--- src/rtl/core/gls_pkg.sv ---
// Shared constants for the GCD / LCM unit.
package gls_pkg;

  // Default operand width; results follow from it.
  localparam int unsigned OPERAND_WIDTH_DEF = 16;

endpackage : gls_pkg

--- src/rtl/core/gls_engine.sv ---
// Sequencer with one shared subtractor: binary GCD, restoring divide, then one multiply.
module gls_engine #(
  parameter int unsigned OPERAND_WIDTH = gls_pkg::OPERAND_WIDTH_DEF
) (
  input  logic                       clk,
  input  logic                       rst_n,
  input  logic                       start_valid,
  output logic                       start_ready,
  input  logic [OPERAND_WIDTH-1:0]   first_value,
  input  logic [OPERAND_WIDTH-1:0]   second_value,
  output logic                       res_valid,
  input  logic                       res_ready,
  output logic [OPERAND_WIDTH-1:0]   gcd_value,
  output logic [2*OPERAND_WIDTH-1:0] lcm_value,
  output logic                       error_flag
);
  import gls_pkg::*;

  localparam int unsigned W  = OPERAND_WIDTH;
  localparam int unsigned CW = $clog2(W);

  typedef enum logic [2:0] {
    ST_IDLE,
    ST_GCD,
    ST_DIV,
    ST_MUL,
    ST_DONE
  } state_t;

  state_t            state_r;
  logic [W-1:0]      a_r;
  logic [W-1:0]      b_r;
  logic [W-1:0]      u_r;
  logic [W-1:0]      v_r;
  logic [CW-1:0]     k_r;
  logic [W-1:0]      g_r;
  logic [W-1:0]      rem_r;
  logic [W-1:0]      quo_r;
  logic [CW-1:0]     cnt_r;
  logic [2*W-1:0]    lcm_r;
  logic              err_r;

  // Shared subtractor
  logic [W:0] sub_x;
  logic [W:0] sub_y;
  logic [W:0] sub_d;
  logic       sub_borrow;

  always_comb begin
    if (state_r == ST_DIV) begin
      sub_x = {rem_r, quo_r[W-1]};
      sub_y = {1'b0, g_r};
    end else begin
      sub_x = {1'b0, v_r};
      sub_y = {1'b0, u_r};
    end
    sub_d      = sub_x - sub_y;
    sub_borrow = sub_d[W];
  end

  assign start_ready = (state_r == ST_IDLE);
  assign res_valid   = (state_r == ST_DONE);
  assign gcd_value   = g_r;
  assign lcm_value   = lcm_r;
  assign error_flag  = err_r;

  always_ff @(posedge clk) begin
    if (!rst_n) begin
      state_r <= ST_IDLE;
    end else begin
      unique case (state_r)
        ST_IDLE: begin
          if (start_valid) begin
            a_r <= first_value;
            b_r <= second_value;
            u_r <= first_value;
            v_r <= second_value;
            k_r <= '0;
            if (first_value == '0 || second_value == '0) begin
              err_r   <= 1'b1;
              g_r     <= '0;
              lcm_r   <= '0;
              state_r <= ST_DONE;
            end else begin
              err_r   <= 1'b0;
              state_r <= ST_GCD;
            end
          end
        end
        ST_GCD: begin
          priority if (v_r == '0) begin
            g_r     <= u_r << k_r;
            rem_r   <= '0;
            quo_r   <= a_r;
            cnt_r   <= '0;
            state_r <= ST_DIV;
          end else if (!u_r[0] && !v_r[0]) begin
            u_r <= u_r >> 1;
            v_r <= v_r >> 1;
            k_r <= k_r + 1'b1;
          end else if (!u_r[0]) begin
            u_r <= u_r >> 1;
          end else if (!v_r[0]) begin
            v_r <= v_r >> 1;
          end else if (sub_borrow) begin
            // keep u as the smaller odd value
            u_r <= v_r;
            v_r <= u_r;
          end else begin
            v_r <= sub_d[W-1:0];
          end
        end
        ST_DIV: begin
          if (sub_borrow) begin
            rem_r <= sub_x[W-1:0];
            quo_r <= {quo_r[W-2:0], 1'b0};
          end else begin
            rem_r <= sub_d[W-1:0];
            quo_r <= {quo_r[W-2:0], 1'b1};
          end
          cnt_r <= cnt_r + 1'b1;
          if (cnt_r == CW'(W - 1)) begin
            state_r <= ST_MUL;
          end
        end
        ST_MUL: begin
          lcm_r   <= (2*W)'(quo_r) * (2*W)'(b_r);
          state_r <= ST_DONE;
        end
        ST_DONE: begin
          if (res_ready) begin
            state_r <= ST_IDLE;
          end
        end
        default: state_r <= ST_IDLE;
      endcase
    end
  end

endmodule : gls_engine

--- src/rtl/core/gcd_lcm_subtractive_unit.sv ---
// Top level of the GCD / LCM unit: engine plus registered result channel.
// Steps: binary GCD (shift, swap or subtract), W = OPERAND_WIDTH restoring divide steps, then one multiply;
// a zero operand skips these and gives an error result with zero GCD and LCM.
// Throughput: one item at a time; the shared subtractor serves GCD then W divide steps.
// The next item is taken once the engine hands its result to the output register.
// Reset (rst_n, synchronous, active low) clears the sequencer and the output valid.
module gcd_lcm_subtractive_unit #(
  parameter int unsigned OPERAND_WIDTH = gls_pkg::OPERAND_WIDTH_DEF
) (
  input  logic                       clk,
  input  logic                       rst_n,
  input  logic                       in_valid,
  output logic                       in_ready,
  input  logic [OPERAND_WIDTH-1:0]   in_first_value,
  input  logic [OPERAND_WIDTH-1:0]   in_second_value,
  output logic                       out_valid,
  input  logic                       out_ready,
  output logic [OPERAND_WIDTH-1:0]   out_gcd_value,
  output logic [2*OPERAND_WIDTH-1:0] out_lcm_value,
  output logic                       out_error_flag
);
  import gls_pkg::*;

  localparam int unsigned W = OPERAND_WIDTH;

  logic           res_valid;
  logic           res_ready;
  logic [W-1:0]   res_gcd;
  logic [2*W-1:0] res_lcm;
  logic           res_err;

  logic           out_valid_r;
  logic [W-1:0]   gcd_r;
  logic [2*W-1:0] lcm_r;
  logic           err_r;

  gls_engine #(
    .OPERAND_WIDTH (OPERAND_WIDTH)
  ) u_engine (
    .clk          (clk),
    .rst_n        (rst_n),
    .start_valid  (in_valid),
    .start_ready  (in_ready),
    .first_value  (in_first_value),
    .second_value (in_second_value),
    .res_valid    (res_valid),
    .res_ready    (res_ready),
    .gcd_value    (res_gcd),
    .lcm_value    (res_lcm),
    .error_flag   (res_err)
  );

  // Load when empty or when the waiting result transfers this cycle
  assign res_ready = !out_valid_r || out_ready;

  always_ff @(posedge clk) begin
    if (!rst_n) begin
      out_valid_r <= 1'b0;
    end else begin
      if (res_valid && res_ready) begin
        out_valid_r <= 1'b1;
        gcd_r       <= res_gcd;
        lcm_r       <= res_lcm;
        err_r       <= res_err;
      end else if (out_ready) begin
        out_valid_r <= 1'b0;
      end
    end
  end

  assign out_valid      = out_valid_r;
  assign out_gcd_value  = gcd_r;
  assign out_lcm_value  = lcm_r;
  assign out_error_flag = err_r;

endmodule : gcd_lcm_subtractive_unit
--- config.mk ---
export PLATFORM = sky130hd
export DESIGN_NAME = gcd_lcm_subtractive_unit
export DESIGN_NICKNAME = d
export VERILOG_FILES = /design/src/rtl/core/gls_pkg.sv /design/src/rtl/core/gls_engine.sv /design/src/rtl/core/gcd_lcm_subtractive_unit.sv
export SDC_FILE = /design/constraint.sdc
export NUM_CORES = 1
export LEC_CHECK = 0
export BUFFER_PORTS_ARGS = -buffer_cell sky130_fd_sc_hd__buf_4
export CORE_MARGIN = 3
export CORE_UTILIZATION = 69
export DETAILED_ROUTE_END_ITERATION = 8
export PLACE_DENSITY = 0.88
export SLEW_MARGIN = 20
export SYNTH_ARGS = -nofsm -noshare
export SYNTH_HDL_FRONTEND = slang
export SYNTH_SLANG_ARGS = --single-unit
--- constraint.sdc ---
create_clock -name clk -period 11.8 [get_ports clk]
set_input_delay 0.59 -clock clk [delete_from_list [all_inputs] [get_ports clk]]
set_output_delay 0.59 -clock clk [all_outputs]
set_load 0.1 [all_outputs]
==> metrics <==
sequential group share of total power 26.8%; clock sinks 206; fraction of synthesized cell area taken by the top area cell type 33.06%; diode count 0; Detail Route met3 WL 4511 um; insertion delay of the later-clocked pin in the worst-skew pair 540 ps; combinational power share 51.6%; Switching Fraction 42.89%; Critical Path Source Type flop; Slowest-stage cell, CP sky130_fd_sc_hd__edfxtp_1; Yosys warning total 0; Critical R2R Launch u_engine.quo_r[13]; dominant cell by count in the synthesized netlist sky130_fd_sc_hd__nand2_1; sequential share of the synthesized area 33.50%; total global routing track utilization 34.62%; cell-by-cell listing of the critical path nand2_1, fa_1, fa_1, inv_1, fa_1, fa_1, fa_1, inv_1, fa_1, inv_1, ha_1, and3_1, nand4_1, o31ai_1, o211ai_1, a211o_1, o21ai_0; total negative setup slack 0 ps; number of vias in the routed layout 13970; maximum fanout encountered on the critical timing path 17; EDFF count, synth 202; DR pass1 iterations 5; hold buffer count at cts 0; Final Core Density 76.14%; post-synthesis to final-layout area growth 8.456%; total CTS buffers 23; PwrDens 163.1 mW/mm^2; ranking of synthesized cells by area sky130_fd_sc_hd__edfxtp_1 33%, sky130_fd_sc_hd__fa_1 21%, sky130_fd_sc_hd__ha_1 8.3%, sky130_fd_sc_hd__nand2_1 6.9%, sky130_fd_sc_hd__inv_1 4.8%; fin cells 2223; outcome finished clean; detailed-route DRC error count 0; highest metal layer used by the detailed router met4; number of different library cells in the post-synthesis netlist 69; Post-Syn Area per Cell 10.03 um^2; MaxCap Viol Count 0; capturing point of the worst reg2reg path u_engine.lcm_value[31]; number of cell rows 59; clock-pin slew reported for the worst setup and hold paths after clock tree synthesis 60 ps; Routed Antenna Nets 0; Place WS 5446 ps; critical path's largest stage delay 870 ps; global placer's final weighted congestion 0.9737; Worst slew margin 28.97%; clk_skew 28.61 ps; number of stages on the worst hold path 1; Worst Path Required 12150 ps; fillcell total 1760; clock share of power 21.6%; unrepaired setup endpoints after global routing no; worst min-delay path endpoint u_engine.b_r[11]; CP Class reg -> reg; data arrival at the endpoint of the critical path 6980 ps; area of the core 0.02613 mm^2; multi-input gate area in the final layout 0.01095 mm^2; count of pins over their slew limit 0; width of the chip 169.1 um; met2 wire length 23750 um; internal power 1.853 mW; starting density of the core 70.20%; Worst Tran Pin Value 1062 ps; GRT overflow 0; leakage power figure 8.743 nW; cell area after synthesis 0.01835 mm^2; Post-DP HPWL 36550 um; area enclosed by the die boundary 0.02858 mm^2; most instantiated cells after synthesis 339 x sky130_fd_sc_hd__nand2_1, 234 x sky130_fd_sc_hd__inv_1, 202 x sky130_fd_sc_hd__edfxtp_1, 195 x sky130_fd_sc_hd__fa_1, 134 x sky130_fd_sc_hd__and2_1; final layout net count 2225; vias in the first global route 14470; buffer depth of the longest clock path 3; Iter 0 DRT Violations 1604; initial antenna violation count 0; fraction of registers with async set/reset 0%; most used cell along the critical path sky130_fd_sc_hd__fa_1; endpoint type of the worst setup path flop; maximum number of pins on one net before global-route repair 68; worst voltage drop across the vdd grid 0.0001842 V; total of flip-flops plus latches after synthesis 206; Max Fclk 150.9 MHz; drt wl/cell 21.77 um; I/O pin count 87; routed via count divided by cell count 6.283; type of the worst min-delay path in -> reg; post-layout min period 6628 ps; top_reg_cell synth sky130_fd_sc_hd__edfxtp_1; I/O Buffers 86; number of placed instances, taps included 2182; number of hold violations in the final report 0; setup ws final 5172 ps; first-pass GRT wire length 77100 um; sequential standard cell area 0.006146 mm^2; Root Buffer Master sky130_fd_sc_hd__clkbuf_16; height of the die 169.1 um; PostCTS Resize Cnt 0; met1 layer wirelength in the final routing 16940 um; number of setup violations in the final report 0; largest area contributor in the netlist sky130_fd_sc_hd__edfxtp_1; setup slack on the worst flop-to-flop path 5170 ps; detailed-route wire length 48400 um; synthesized net count 2182; Max H-tree Level 1; TritonCTS clock tree yes; share of cells above drive strength 1 8.581%; share of the clock period used by the worst path after layout 56.17%; Register-to-Register Path Depth 17; HP Start in_second_value[11]; number of buffers added for setup after CTS 0; reported net switching power 1.392 mW; number of standard cells after synthesis 1829
layer usage:
layer,global-route usage [%],vias up
li1,-,6146
met1,42.57,6809
met2,59.44,811
met3,5.441,202
met4,18.17,0
met5,0,-
per-stage QoR:
stage                     hold slack, ps  power [mW]  instance area [um^2]
after floorplan                    400.3       2.049                 18350
after global placement             400.7       2.462                 19170
after detailed placement           404.5       2.506                 19170
after CTS                          254.5       3.219                 19900
after global routing               257.0       3.444                 19900
final                              265.0       3.245                 19900
logic make-up (layout without fill, tap and decap cells):
kind of cell / after synthesis / after routing / synth area share (%)
multiplexers: 53 / 53 / 3.055
AO/OA/AOI/OAI: 240 / 240 / 8.430
adder cells (fa/ha/maj): 317 / 317 / 29.60
AND/OR/NAND/NOR: 654 / 654 / 16.52
XOR/XNOR: 39 / 39 / 2.005
flip-flops: 206 / 206 / 33.50
buffers and inverters: 320 / 379 / 6.888
worst max-delay path, delay by kind of cell, from the launching register on:
family / cells / cell delay, ps
flops: 1 / 870
compound gates: 4 / 1320
buf+inv: 3 / 160
simple gates: 3 / 540
fa+ha+maj: 7 / 3530
registers in the layout, indices dropped and copies added (netlist names):
register	count
out_lcm_value	32
u_engine.b_r	16
u_engine.quo_r	16
u_engine.state_r	3
u_engine.rem_r	16
u_engine.a_r	16
out_gcd_value	16
u_engine.lcm_value	32
u_engine.error_flag	1
u_engine.u_r	16
u_engine.v_r	16
u_engine.k_r	4
u_engine.cnt_r	4
u_engine.gcd_value	16
out_error_flag	1
out_valid	1
cell usage in the layout (no fill, tap or decap), types with 16 or more instances in the layout:
| cell | synthesis | routed |
|---|---|---|
| sky130_fd_sc_hd__inv_1 | 234 | 234 |
| sky130_fd_sc_hd__nor3_1 | 19 | 19 |
| sky130_fd_sc_hd__nor2_1 | 78 | 75 |
| sky130_fd_sc_hd__a211oi_1 | 22 | 22 |
| sky130_fd_sc_hd__xnor2_1 | 20 | 20 |
| sky130_fd_sc_hd__buf_4 | 2 | 103 |
| sky130_fd_sc_hd__mux2i_1 | 47 | 47 |
| sky130_fd_sc_hd__nand3_1 | 16 | 16 |
| sky130_fd_sc_hd__and2_1 | 134 | 133 |
| sky130_fd_sc_hd__edfxtp_1 | 202 | 202 |
| sky130_fd_sc_hd__o21ai_0 | 58 | 58 |
| sky130_fd_sc_hd__fa_1 | 195 | 195 |
| sky130_fd_sc_hd__xor2_1 | 17 | 17 |
| sky130_fd_sc_hd__nand2_1 | 339 | 338 |
| sky130_fd_sc_hd__ha_1 | 122 | 122 |
| sky130_fd_sc_hd__clkbuf_16 | 0 | 23 |
| sky130_fd_sc_hd__a21oi_1 | 69 | 69 |
power by group through the flow:
stage / logic [mW] / clock network [mW] / registers [mW]
6_report: 1.67 / 0.701 / 0.871
5_1_grt: 1.84 / 0.736 / 0.872
4_1_cts: 1.65 / 0.704 / 0.868
3_5_place_dp: 1.62 / 0 / 0.883
3_3_place_gp: 1.58 / 0 / 0.882
2_1_floorplan: 1.18 / 0 / 0.872
layout make-up:
class	instances	area share (%)
flip-flops and latches	206	30.89
well taps	335	2.107
multi-input cells	1303	55.05
clock inverters	11	0.6162
clock buffers	30	3.025
inverters	235	4.433
repair buffers	103	3.886
worst max path at each step:
stage | start | to | depth (start not counted)
after floorplan | u_engine.quo_r[13] | u_engine.lcm_value[31] | 19
after CTS | u_engine.quo_r[7] | u_engine.lcm_value[31] | 19
after detailed placement | u_engine.quo_r[6] | u_engine.lcm_value[31] | 19
after global placement | u_engine.quo_r[14] | u_engine.lcm_value[31] | 17
final | u_engine.quo_r[13] | u_engine.lcm_value[31] | 17
after global routing | u_engine.quo_r[13] | u_engine.lcm_value[31] | 17
(Power assumes the default switching activity.)
